==> src/rtl/core/rmq_sqrt_pipe.sv <==
`timescale 1ns / 1ps

// Pipelined integer square root, one root bit per stage.
module rmq_sqrt_pipe #(
  parameter int unsigned NE     = 38,
  parameter int unsigned SIDE_W = 8
) (
  input  logic              clk_i,
  input  logic              rst_ni,
  input  logic              en_i,
  input  logic              valid_i,
  input  logic [NE-1:0]     rad_i,
  input  logic [SIDE_W-1:0] side_i,
  output logic              valid_o,
  output logic [NE/2-1:0]   root_o,
  output logic [SIDE_W-1:0] side_o
);

  localparam int unsigned RW = NE / 2;

  logic              valid_q [RW];
  logic [NE-1:0]     rad_q   [RW];
  logic [RW+1:0]     rem_q   [RW];
  logic [RW-1:0]     root_q  [RW];
  logic [SIDE_W-1:0] side_q  [RW];

  for (genvar s = 0; s < RW; s++) begin : g_stage
    logic              valid_p;
    logic [NE-1:0]     rad_p;
    logic [RW+1:0]     rem_p;
    logic [RW-1:0]     root_p;
    logic [SIDE_W-1:0] side_p;
    logic [RW+1:0]     rem_sh;
    logic [RW+1:0]     trial;
    logic              ge;

    if (s == 0) begin : g_first
      assign valid_p = valid_i;
      assign rad_p   = rad_i;
      assign rem_p   = '0;
      assign root_p  = '0;
      assign side_p  = side_i;
    end else begin : g_next
      assign valid_p = valid_q[s-1];
      assign rad_p   = rad_q[s-1];
      assign rem_p   = rem_q[s-1];
      assign root_p  = root_q[s-1];
      assign side_p  = side_q[s-1];
    end

    // Bring down the next two radicand bits and try the next root bit.
    assign rem_sh = {rem_p[RW-1:0], rad_p[NE-1-2*s -: 2]};
    assign trial  = {root_p, 2'b01};
    assign ge     = (rem_sh >= trial);

    always_ff @(posedge clk_i or negedge rst_ni) begin
      if (!rst_ni) begin
        valid_q[s] <= 1'b0;
      end else if (en_i) begin
        valid_q[s] <= valid_p;
      end
    end

    always_ff @(posedge clk_i) begin
      if (en_i) begin
        rad_q[s]  <= rad_p;
        rem_q[s]  <= ge ? (rem_sh - trial) : rem_sh;
        root_q[s] <= {root_p[RW-2:0], ge};
        side_q[s] <= side_p;
      end
    end
  end

  assign valid_o = valid_q[RW-1];
  assign root_o  = root_q[RW-1];
  assign side_o  = side_q[RW-1];

endmodule

==> config.mk <==
export PLATFORM = sky130hd
export DESIGN_NAME = rmq_sqrt_pipe
export DESIGN_NICKNAME = d
export VERILOG_FILES = /design/src/rtl/core/rmq_sqrt_pipe.sv
export SDC_FILE = /design/constraint.sdc
export NUM_CORES = 1
export LEC_CHECK = 0
export BUFFER_PORTS_ARGS = -buffer_cell sky130_fd_sc_hd__buf_2
export CAP_MARGIN = 20
export CORE_MARGIN = 2
export CORE_UTILIZATION = 40
export CTS_CLUSTER_DIAMETER = 120
export CTS_CLUSTER_SIZE = 20
export DETAILED_ROUTE_END_ITERATION = 12
export GPL_ROUTABILITY_DRIVEN = 0
export GPL_TIMING_DRIVEN = 0
export PLACE_DENSITY = 0.65
export REMOVE_ABC_BUFFERS = 1
export SLEW_MARGIN = 10
export SYNTH_ARGS = -nofsm -noshare
export SYNTH_HDL_FRONTEND = slang
export SYNTH_SLANG_ARGS = --single-unit
==> constraint.sdc <==
create_clock -name clk_i -period 6.68 [get_ports clk_i]
set_input_delay 0.668 -clock clk_i [delete_from_list [all_inputs] [get_ports clk_i]]
set_output_delay 0.668 -clock clk_i [all_outputs]
set_load 0.01 [all_outputs]
Word-level counts from Yosys, hierarchy flattened:

Memory sizes are Yosys's and may differ from the RTL's.
Index checks and enable logic that the tools add are counted.

* memories: 4
* register bits: 19
* bits in writable memories: 1634
* input port bits: 50
* logic and storage cells: 82
* output and inout port bits: 28

Memories
* rad_q: depth 19, width 38, rd ports 18, clocked after memory_dff 0, write ports 19, line 22 `logic [NE-1:0] rad_q [RW];`
* rem_q: depth 19, width 21, rd ports 18, clocked after memory_dff 0, write ports 19, line 23 `logic [RW+1:0] rem_q [RW];`
* root_q: depth 19, width 19, rd ports 19, clocked after memory_dff 0, write ports 19, line 24 `logic [RW-1:0] root_q [RW];`
* side_q: depth 19, width 8, rd ports 19, clocked after memory_dff 0, write ports 19, line 25 `logic [SIDE_W-1:0] side_q [RW];`

* magnitude comparators: 19
* $add $sub $neg: 19
* muxes and demuxes: 21

Operator list (number)
* 21-bit 2-to-1 mux: 19
* 21-bit greater-or-equal comparator: 18
* 21-bit subtractor: 18
* 2-bit by 1-bit subtractor with 3-bit output, second input constant: 1
* 2-bit by 1-bit greater-or-equal comparator with 1-bit output, second input constant: 1
* 1-bit 2-to-1 mux: 2

Logic depth before layout (Yosys ltp):

Gate-level depths: netlist of run 1.
An unclocked memory read counts as a cell.

* depth after elaboration: 3
* mapped depth: 11
* depth with buffers taken out: 10

Least setup slack after synthesis of run 1:

No wires, ideal clock.

* kind: register to register
* from: memory rem_q[16][8] (netlist bit)
* to: memory rem_q[17][11] (netlist bit) (data pin)
* data arrival time: 2556 ps
* slack: 3864 ps
* required time: 6420 ps
* period minus slack after synthesis: 2816 ps
* library setup time: 260 ps
* stages on the path, launching flop included: 9
* cells stage by stage: edfxtp_1 -> ha_1 -> nand2_1 -> or4_1 -> o31a_1 -> a21bo_2 -> buf_4 -> buf_4 -> mux2_2

RTL lines (line)
* from (decl): 23

==> impl_metrics.py, run 1 <==
metrics = {
    "outcome": {
        "status": "finished, final reports clean",
    },
    "global_routing": {
        "grt_use_total_pct": 11.9,
        "grt_overflow": 0,
        "grt_pass1_vias": 22900,
        "use_met1_pct": 13.5,
        "grt_pass1_wl_um": 112000,
        "grt_max_degree": 172,
        "busiest_layer": "met2",
        "antenna_found_initial": 0,
        "grt_use_met3_pct": 1.89,
        "grt_use_met2_pct": 22.1,
    },
    "die": {
        "start_util_pct": 40.3,
        "fp.dieH_um": 337,
        "rows": 122,
        "coreArea_um2": 110000,
        "die-area_um2": 114000,
        "die_w_um": 337,
        "io_pins": 78,
    },
    "clock_network": {
        "cts_tree": "built",
        "cts_buffers": 57,
        "cts_setup_buffers": 0,
        "htree_levels": 2,
        "clockBufferDepth": 3,
        "insertion_delay_ns": 0.69,
        "cts.clk_slew.worst_paths_ns": 0.09,
        "cts_root_buf": "clkbuf_16",
        "clock_sinks": 1023,
    },
    "final_layout": {
        "area_growth_pct": 8.96,
        "drive_gt1_share_pct": 7.52,
        "final_net_count": 3502,
        "postLayoutCellArea_um2": 48400,
        "diodes": 0,
    },
    "logic_synthesis": {
        "syn_area_um2": 44400,
        "ys_top_cells_by_count": "edfxtp_1, inv_1, ha_1, nor2_1, nand2_1",
        "yosysTopAreaCellShare_pct": 67.8,
        "yosysSeqAreaShare_pct": 68.9,
        "yosys_warnings": 0,
        "ys_top_cells_by_area": "edfxtp_1, ha_1, xnor2_1",
        "synth_area_leader_cell": "edfxtp_1",
        "syn_inst": 3125,
        "synth_ff_type": "edfxtp_1",
        "synth_edf_count": 1004,
        "ys_types": 79,
        "ys_ff_latch": 1023,
        "avgSynthCellArea_um2": 14.2,
        "synthArstFlopShare_pct": 1.86,
        "post-synth-top-count-cell": "edfxtp_1",
    },
    "sta": {
        "setup_ws_ns": 3.01,
        "drv_slew": 0,
        "timing.final.crit_share_pct": 54.9,
        "period_needed_ns": 3.67,
        "slew_headroom_pct": 31.8,
        "grt_setup_unrepaired": "no",
        "setup_viol": 0,
        "finalHoldViolCount": 0,
        "fmax_mhz": 272,
        "holdWs_ns": 0.152,
        "finalSetupTns_ns": 0,
        "worst_pin_slew_ns": 1.02,
        "worst_clock_skew_ns": 0.0453,
    },
    "job": {
        "maxCapViolations": 0,
    },
    "placement": {
        "dp_hpwl_um": 46400,
        "pre_cts_slack_ns": 3.01,
        "port-buffer-count": 77,
        "place_area_um2": 46800,
    },
    "setup_path": {
        "crit_fanout": 25,
        "critPathMostFrequentCell": "a21o_1",
        "critical-path-max-stage-delay_ns": 0.69,
        "cpLargestDelayFamily": "compound AO/OA/AOI/OAI gates",
        "cp-end-kind": "flop",
        "required_ns": 7.11,
        "worstPathCellList": "ha_1 -> o21a_1 -> o211ai_1 -> a31oi_1 -> o2111ai_1 -> a21o_1 -> clkinv_1 -> and3_1 -> a21o_1",
        "critPathLaunchType": "flop",
        "crit_slowest_cell": "clkinv_1",
        "crit_type": "reg -> reg",
        "path_buf_inv": 1,
        "arrival_ns": 4.10,
    },
    "hold_path": {
        "hold_path.class": "in -> reg",
    },
    "pwr": {
        "vdd_drop_max_mv": 0.224,
        "p_leak_nw": 18.0,
        "p_total_w": 0.0143,
        "power_density_nw_per_um2": 295,
    },
    "routing": {
        "final_antenna_net_count": 0,
        "drtIter0Drc": 1565,
        "drt_pass1_iterations": 5,
        "finalWirelength_um": 68400,
        "vias": 23700,
        "viasPerCell": 4.98,
        "route.detailed.drc": 0,
        "wl_per_cell_um": 14.4,
    },
}
layout by cell type (no fill, tap or decap), types with 53 or more instances in the layout:
cell	instances
a21o_1	53
a21oi_1	162
buf_2	79
clkbuf_16	57
edfxtp_1	1004
ha_1	210
inv_1	252
mux2_2	60
nand2_1	175
nor2_1	192
nor3_1	70
o21ai_0	140
xnor2_1	133
xor2_1	105
stage by stage:
stage	instances	utilization, %
finish	4760	43.9
global route	4760	43.9
CTS	4760	43.9
detailed placement	4670	42.4
global placement	4654	42.2
floorplan	3089	-
worst paths after layout:
path	start	endpoint	slack, ns	cells after the start
min in group asynchronous	rst_ni	g_stage[1].valid_p	0.45	2
worst min register to register	rad_q[4][20]	rad_q[5][20]	0.39	0
worst max register to register	rem_q[15][0]	rem_q[16][9]	3.01	9
max in group asynchronous	rst_ni	g_stage[8].valid_p	5.91	2
worst max-delay path	rem_q[15][0]	rem_q[16][9]	3.01	9
worst min-delay path	rad_i[20]	rad_q[0][20]	0.15	1
final cells by class:
| type | count | area, um^2 |
|---|---|---|
| fill | 9790 | 61900 |
| sequential | 1023 | 30600 |
| multi-input combinational | 1813 | 12700 |
| tap | 1488 | 1860 |
| clock buffer | 84 | 1530 |
| inverter | 253 | 950 |
| timing repair buffer | 94 | 651 |
| clock inverter | 5 | 78.8 |
cells by family (layout without fill, tap and decap cells):
kind of cell    Yosys count  in the layout  share of synthesized area, %
compound gates          580            580                          8.30
xor+xnor                238            238                          4.69
fa+ha+maj               210            210                          5.91
buf+inv                 289            436                          2.50
flops                  1023           1023                          68.9
mux                      65             65                          1.63
other cells               1              1                       0.00844
simple gates            719            719                          8.05
repair_timing:
item	in CTS	in global routing
hold buffers	1	0
endpoints found under the setup margin	0	0
gates resized for setup	0	0
endpoints found under the hold margin	19	0
metal layers:
metal  up-vias  share of wire, %  wire (um)
met3       139               3.5       2370
met1     11300                41      27700
li1      11900                 -          -
met2       399                52      35800
met5         -                 0          0
met4         0               3.7       2530
registers in the layout, indices dropped and copies added, names as in the netlist:
name             cells
side_q             152
rad_q              342
valid_o              1
g_stage.valid_p     18
rem_q              320
root_q             190
report_power, final:
part / internal, W / switching, W / total, W / leakage, nW
registers: 0.00795 / 0.000348 / 0.00829 / 9.88
logic: 0.00111 / 0.00134 / 0.00245 / 7.38
clock network: 0.00159 / 0.00196 / 0.00355 / 0.764
No activity file was read; power rests on OpenSTA's default activity.
==> inputs of run 2 (changes only) <==
--- a/config.mk
+++ b/config.mk
@@ -14,7 +14,7 @@
 export DETAILED_ROUTE_END_ITERATION = 12
 export GPL_ROUTABILITY_DRIVEN = 0
 export GPL_TIMING_DRIVEN = 0
-export PLACE_DENSITY = 0.65
+export PLACE_DENSITY = 0.67
 export REMOVE_ABC_BUFFERS = 1
 export SLEW_MARGIN = 10
 export SYNTH_ARGS = -nofsm -noshare
==> constraint.sdc (replaced) <==
create_clock -name clk_i -period 3 [get_ports clk_i]
set_input_delay 0.3 -clock clk_i [delete_from_list [all_inputs] [get_ports clk_i]]
set_output_delay 0.3 -clock clk_i [all_outputs]
set_load 0.01 [all_outputs]
==> impl_metrics.py, run 2 (synthesis results as in run 1) <==
metrics = {
    "final_layout": {
        "area_growth_pct": 11.5,
        "layout_common_cells": "edfxtp_1, inv_1, ha_1",
        "postLayoutCellArea_um2": 49500,
        "reg.largest.list": "rad_q x342, rem_q x320, root_q x190",
        "final_net_count": 3575,
        "largest_register_ffs": 342,
        "regMostFlops": "rad_q",
        "mostFrequentLayoutCell": "edfxtp_1",
        "drive_gt1_share_pct": 9.88,
        "diodes": 0,
        "fin_cells": 4819,
        "fin_util_pct": 44.9,
    },
    "routing": {
        "final_antenna_net_count": 0,
        "viasPerCell": 4.98,
        "drtIter0Drc": 1331,
        "vias": 24000,
        "route.detailed.drc": 0,
        "drt_pass1_iterations": 6,
        "wl_per_cell_um": 14.4,
        "finalWirelength_um": 69300,
    },
    "placement": {
        "dpl.cell_count": 4670,
        "place_area_um2": 46800,
        "dp_hpwl_um": 46000,
        "port-buffer-count": 77,
    },
    "clock_network": {
        "cts_root_buf": "clkbuf_16",
        "htree_levels": 2,
        "clock_sinks": 1023,
        "cts_buffers": 57,
        "cts_tree": "built",
        "cts.clk_slew.worst_paths_ns": 0.08,
        "insertion_delay_ns": 0.68,
        "clockBufferDepth": 3,
    },
    "sta": {
        "holdWs_ns": 0.0657,
        "setup_viol": 0,
        "fmax_mhz": 338,
        "timing.final.crit_share_pct": 98.8,
        "finalHoldViolCount": 0,
        "drv_slew": 0,
        "worst_clock_skew_ns": 0.0289,
        "worst_pin_slew_ns": 0.872,
        "period_needed_ns": 2.96,
        "slew_headroom_pct": 41.1,
        "finalSetupTns_ns": 0,
    },
    "die": {
        "rows": 122,
        "start_util_pct": 40.3,
        "fp.dieH_um": 337,
        "die_w_um": 337,
        "io_pins": 78,
        "coreArea_um2": 110000,
        "die-area_um2": 114000,
    },
    "hold_path": {
        "holdPathStages": 1,
        "holdCritStartpoint": "en_i",
        "hold_path.class": "in -> reg",
        "min_to": "side_q[2][3]",
    },
    "global_routing": {
        "grt_pass1_wl_um": 112000,
        "antenna_found_initial": 0,
        "grt_overflow": 0,
        "grt_pass1_vias": 23700,
        "grt_use_total_pct": 11.9,
        "grt_max_degree": 167,
    },
    "setup_path": {
        "rrSetupSlack_ns": 0.04,
        "arrival_ns": 3.39,
        "crit_type": "reg -> reg",
        "crit_slowest_cell": "edfxtp_1",
        "cp-end-kind": "flop",
        "reg2reg_to": "rem_q[16][11]",
        "critPathLaunchType": "flop",
        "r2r_start": "rem_q[15][9]",
        "cpLargestDelayFamily": "simple AND/OR/NAND/NOR gates",
        "path_buf_inv": 1,
        "worstPathCellList": "ha_4 -> and4_4 -> nand4_1 -> o31a_1 -> and3_1 -> a21o_4 -> clkinv_4 -> mux2_2",
        "crit_fanout": 11,
        "r2r_cells": 8,
        "critical-path-max-stage-delay_ns": 0.45,
        "required_ns": 3.42,
    },
    "pwr": {
        "p_leak_nw": 18.4,
        "power_density_nw_per_um2": 650,
        "vdd_drop_max_mv": 0.501,
    },
    "outcome": {
        "status": "finished, final reports clean",
    },
    "job": {
        "maxCapViolations": 0,
    },
}
## run 2: changes by cell type in the layout (fill, tap and decap cells not counted), moves of 4 or more
cell and change:
clkbuf_1 -14, a221oi_2 +4, ha_1 -16, o31ai_1 -4, o21ai_0 -4, dlygate4sd3_1 +48
ha_2 +5, ha_4 +11, nor3_1 -5, a221oi_1 -4, nor3_2 +4, buf_4 +20
## run 2: final cells by class
type                       instances  area (um^2)
multi-input combinational       1816        13200
sequential                      1023        30600
timing repair buffer             163         1330
timing repair inverter             1         5.00
clock inverter                     4         57.6
fill                            9622        60800
tap                             1488         1860
inverter                         253          961
clock buffer                      71         1500
## run 2: how the worst max path moves through the flow
stage / startpoint / endpoint / slack (ns) / depth (start not counted)
final: rem_q[15][9] / rem_q[16][11] / 0.04 / 8
after global routing: rem_q[7][7] / rem_q[8][18] / -0.03 / 7
after CTS: rem_q[6][1] / rem_q[7][10] / 0.001 / 8
after detailed placement: rem_q[15][0] / rem_q[16][9] / -0.70 / 9
after global placement: en_i / g_stage[8].valid_p / -14.74 / 2
after floorplan: rem_q[6][0] / rem_q[7][4] / -1.37 / 6
## run 2: report_power, final
group / internal (W) / switching (W) / total, W / leakage (nW)
Sequential: 0.0177 / 0.000787 / 0.0185 / 9.88
Clock: 0.00352 / 0.00427 / 0.00779 / 0.758
Combinational: 0.00273 / 0.00318 / 0.00591 / 7.75
Total: 0.0239 / 0.00824 / 0.0322 / 18.4
## run 2: layer usage
layer  track usage [%]  routed length [um]
met1              12.9               27100
met2              22.4               36900
met3              1.69                2050
met4              6.21                3340
met5                 0                   0
## run 2: timing repair
action                                  in CTS  in global routing
hold endpoints to repair                    67                  0
buffers inserted                            11                 10
cloned                                       1                  3
gates resized for setup                     37                 50
pin swaps                                    6                 14
endpoints found under the setup margin     134                102
hold buffers                                49                  0
## run 2: through the flow
stage	setup slack, ns	total power, W
floorplan	-1.37	0.0226
global placement	-14.74	0.0244
detailed placement	-0.703	0.0242
CTS	0.000973	0.0323
global route	-0.0332	0.0339
finish	0.0373	0.0322
==> inputs of run 3 (changes only) <==
--- a/config.mk
+++ b/config.mk
@@ -9,11 +9,11 @@
 export CAP_MARGIN = 20
 export CORE_MARGIN = 2
 export CORE_UTILIZATION = 40
+export CTS_BUF_LIST = sky130_fd_sc_hd__clkbuf_8 sky130_fd_sc_hd__clkbuf_16
 export CTS_CLUSTER_DIAMETER = 120
 export CTS_CLUSTER_SIZE = 20
 export DETAILED_ROUTE_END_ITERATION = 12
 export GPL_ROUTABILITY_DRIVEN = 0
-export GPL_TIMING_DRIVEN = 0
 export PLACE_DENSITY = 0.67
 export REMOVE_ABC_BUFFERS = 1
 export SLEW_MARGIN = 10
==> impl_metrics.py, run 3 (synthesis results as in run 1) <==
metrics = {
    "outcome": {
        "status": "finished, final reports clean",
    },
    "clock_network": {
        "cts_buffers": 57,
        "clockBufferDepth": 3,
        "cts_tree": "built",
        "htree_levels": 2,
        "clock_sinks": 1023,
        "cts_root_buf": "clkbuf_16",
        "cts.clk_slew.worst_paths_ns": 0.08,
        "insertion_delay_ns": 0.69,
    },
    "final_layout": {
        "postLayoutCellArea_um2": 49600,
        "mostFrequentLayoutCell": "edfxtp_1",
        "reg.largest.list": "rad_q x342, rem_q x320, root_q x190",
        "largest_register_ffs": 342,
        "drive_gt1_share_pct": 9.92,
        "final_net_count": 3632,
        "layout_common_cells": "edfxtp_1, inv_1, ha_1",
        "regMostFlops": "rad_q",
        "area_growth_pct": 11.7,
        "diodes": 0,
        "fin_cells": 4875,
    },
    "global_routing": {
        "grt_overflow": 0,
        "antenna_found_initial": 0,
        "grt_use_total_pct": 12.5,
        "grt_pass1_wl_um": 118000,
        "grt_pass1_vias": 24100,
        "grt_max_degree": 124,
    },
    "setup_path": {
        "critPathLaunchType": "flop",
        "worstPathCellList": "ha_1 -> nand4_1 -> a211oi_1 -> nor3_1 -> buf_4 -> o311ai_0 -> buf_4 -> xor2_1 -> mux2_2",
        "critPathMostFrequentCell": "buf_4",
        "cpLargestDelayFamily": "compound AO/OA/AOI/OAI gates",
        "path_buf_inv": 2,
        "crit_slowest_cell": "o311ai_0",
        "rrSetupSlack_ns": 0.11,
        "critical-path-max-stage-delay_ns": 0.47,
        "arrival_ns": 3.34,
        "required_ns": 3.45,
        "crit_type": "reg -> reg",
        "crit_cells": 9,
        "crit_fanout": 5,
        "cp-end-kind": "flop",
        "r2r_cells": 9,
    },
    "placement": {
        "dpl.cell_count": 4746,
        "dp_hpwl_um": 49600,
        "port-buffer-count": 77,
        "place_area_um2": 47500,
        "pre_cts_slack_ns": 0.0430,
    },
    "sta": {
        "slew_headroom_pct": 48.5,
        "period_needed_ns": 2.89,
        "setup_ws_ns": 0.105,
        "timing.final.crit_share_pct": 96.5,
        "worst_pin_slew_ns": 0.764,
        "worst_clock_skew_ns": 0.0532,
        "setup_viol": 0,
        "fmax_mhz": 345,
        "drv_slew": 0,
        "finalHoldViolCount": 0,
    },
    "job": {
        "maxCapViolations": 0,
    },
    "routing": {
        "route.detailed.drc": 0,
        "drtIter0Drc": 1224,
        "final_antenna_net_count": 0,
        "vias": 24300,
        "wl_per_cell_um": 14.7,
        "finalWirelength_um": 71800,
        "viasPerCell": 4.98,
        "drt_pass1_iterations": 5,
    },
    "die": {
        "die_w_um": 337,
        "io_pins": 78,
        "die-area_um2": 114000,
        "start_util_pct": 40.3,
        "rows": 122,
        "fp.dieH_um": 337,
        "coreArea_um2": 110000,
    },
    "hold_path": {
        "hold_path.class": "in -> async",
    },
    "pwr": {
        "vdd_drop_max_mv": 0.466,
        "power_density_nw_per_um2": 647,
        "p_leak_nw": 18.7,
    },
}
run 3: worst reg2reg max path, cell delays in order (launching register included):
cell and delay (ns):
edfxtp_1 0.42, ha_1 0.40, nand4_1 0.26, a211oi_1 0.34, nor3_1 0.09, buf_4 0.17
o311ai_0 0.48, buf_4 0.20, xor2_1 0.05, mux2_2 0.26
run 3: power by group:
group	internal, W	total [W]	switching [W]
combinational	0.00272	0.00584	0.00312
clock	0.00352	0.00782	0.00430
sequential	0.0177	0.0185	0.000793
run 3: stage by stage:
step	power [W]	hold slack, ns	util (%)	setup TNS (ns)
2_1_floorplan	0.0226	0.00441	-	-22.18
3_3_place_gp	0.0243	0.249	43.0	0
4_1_cts	0.0324	0.0554	44.9	0
5_1_grt	0.0339	0.123	45.0	-0.0177
3_5_place_dp	0.0245	0.260	43.0	0
6_report	0.0321	0.100	45.0	0
run 3: what timing repair did:
action / CTS / global route
endpoints found under the hold margin: 73 / 0
hold buffers: 50 / 0
endpoints found under the setup margin: 0 / 34
resized for setup: 0 / 12
buffers inserted: 0 / 3
run 3: area by class of cell:
class                      count  area [um^2]
timing repair buffer         224         1840
tap                         1488         1860
fill                        9594        60700
inverter                     253          950
multi-input combinational   1813        12800
sequential                  1023        30600
clock inverter                15         93.8
clock buffer                  59         1480
run 3: path summary, 6_finish.rpt:
path,start,endpoint
max,rem_q[16][2],rem_q[17][18]
min,rst_ni,valid_o
max reg2reg,rem_q[16][2],rem_q[17][18]
min reg2reg,rad_q[8][6],rad_q[9][6]
max in group asynchronous,rst_ni,g_stage[7].valid_p
min in group clk_i,rad_i[8],rad_q[0][8]
run 3: layer usage:
metal | routed length (um) | global-route usage, %
met1 | 29200 | 14.3
met2 | 38000 | 23.6
met3 | 2240 | 1.93
met4 | 2300 | 4.50
met5 | 0 | 0
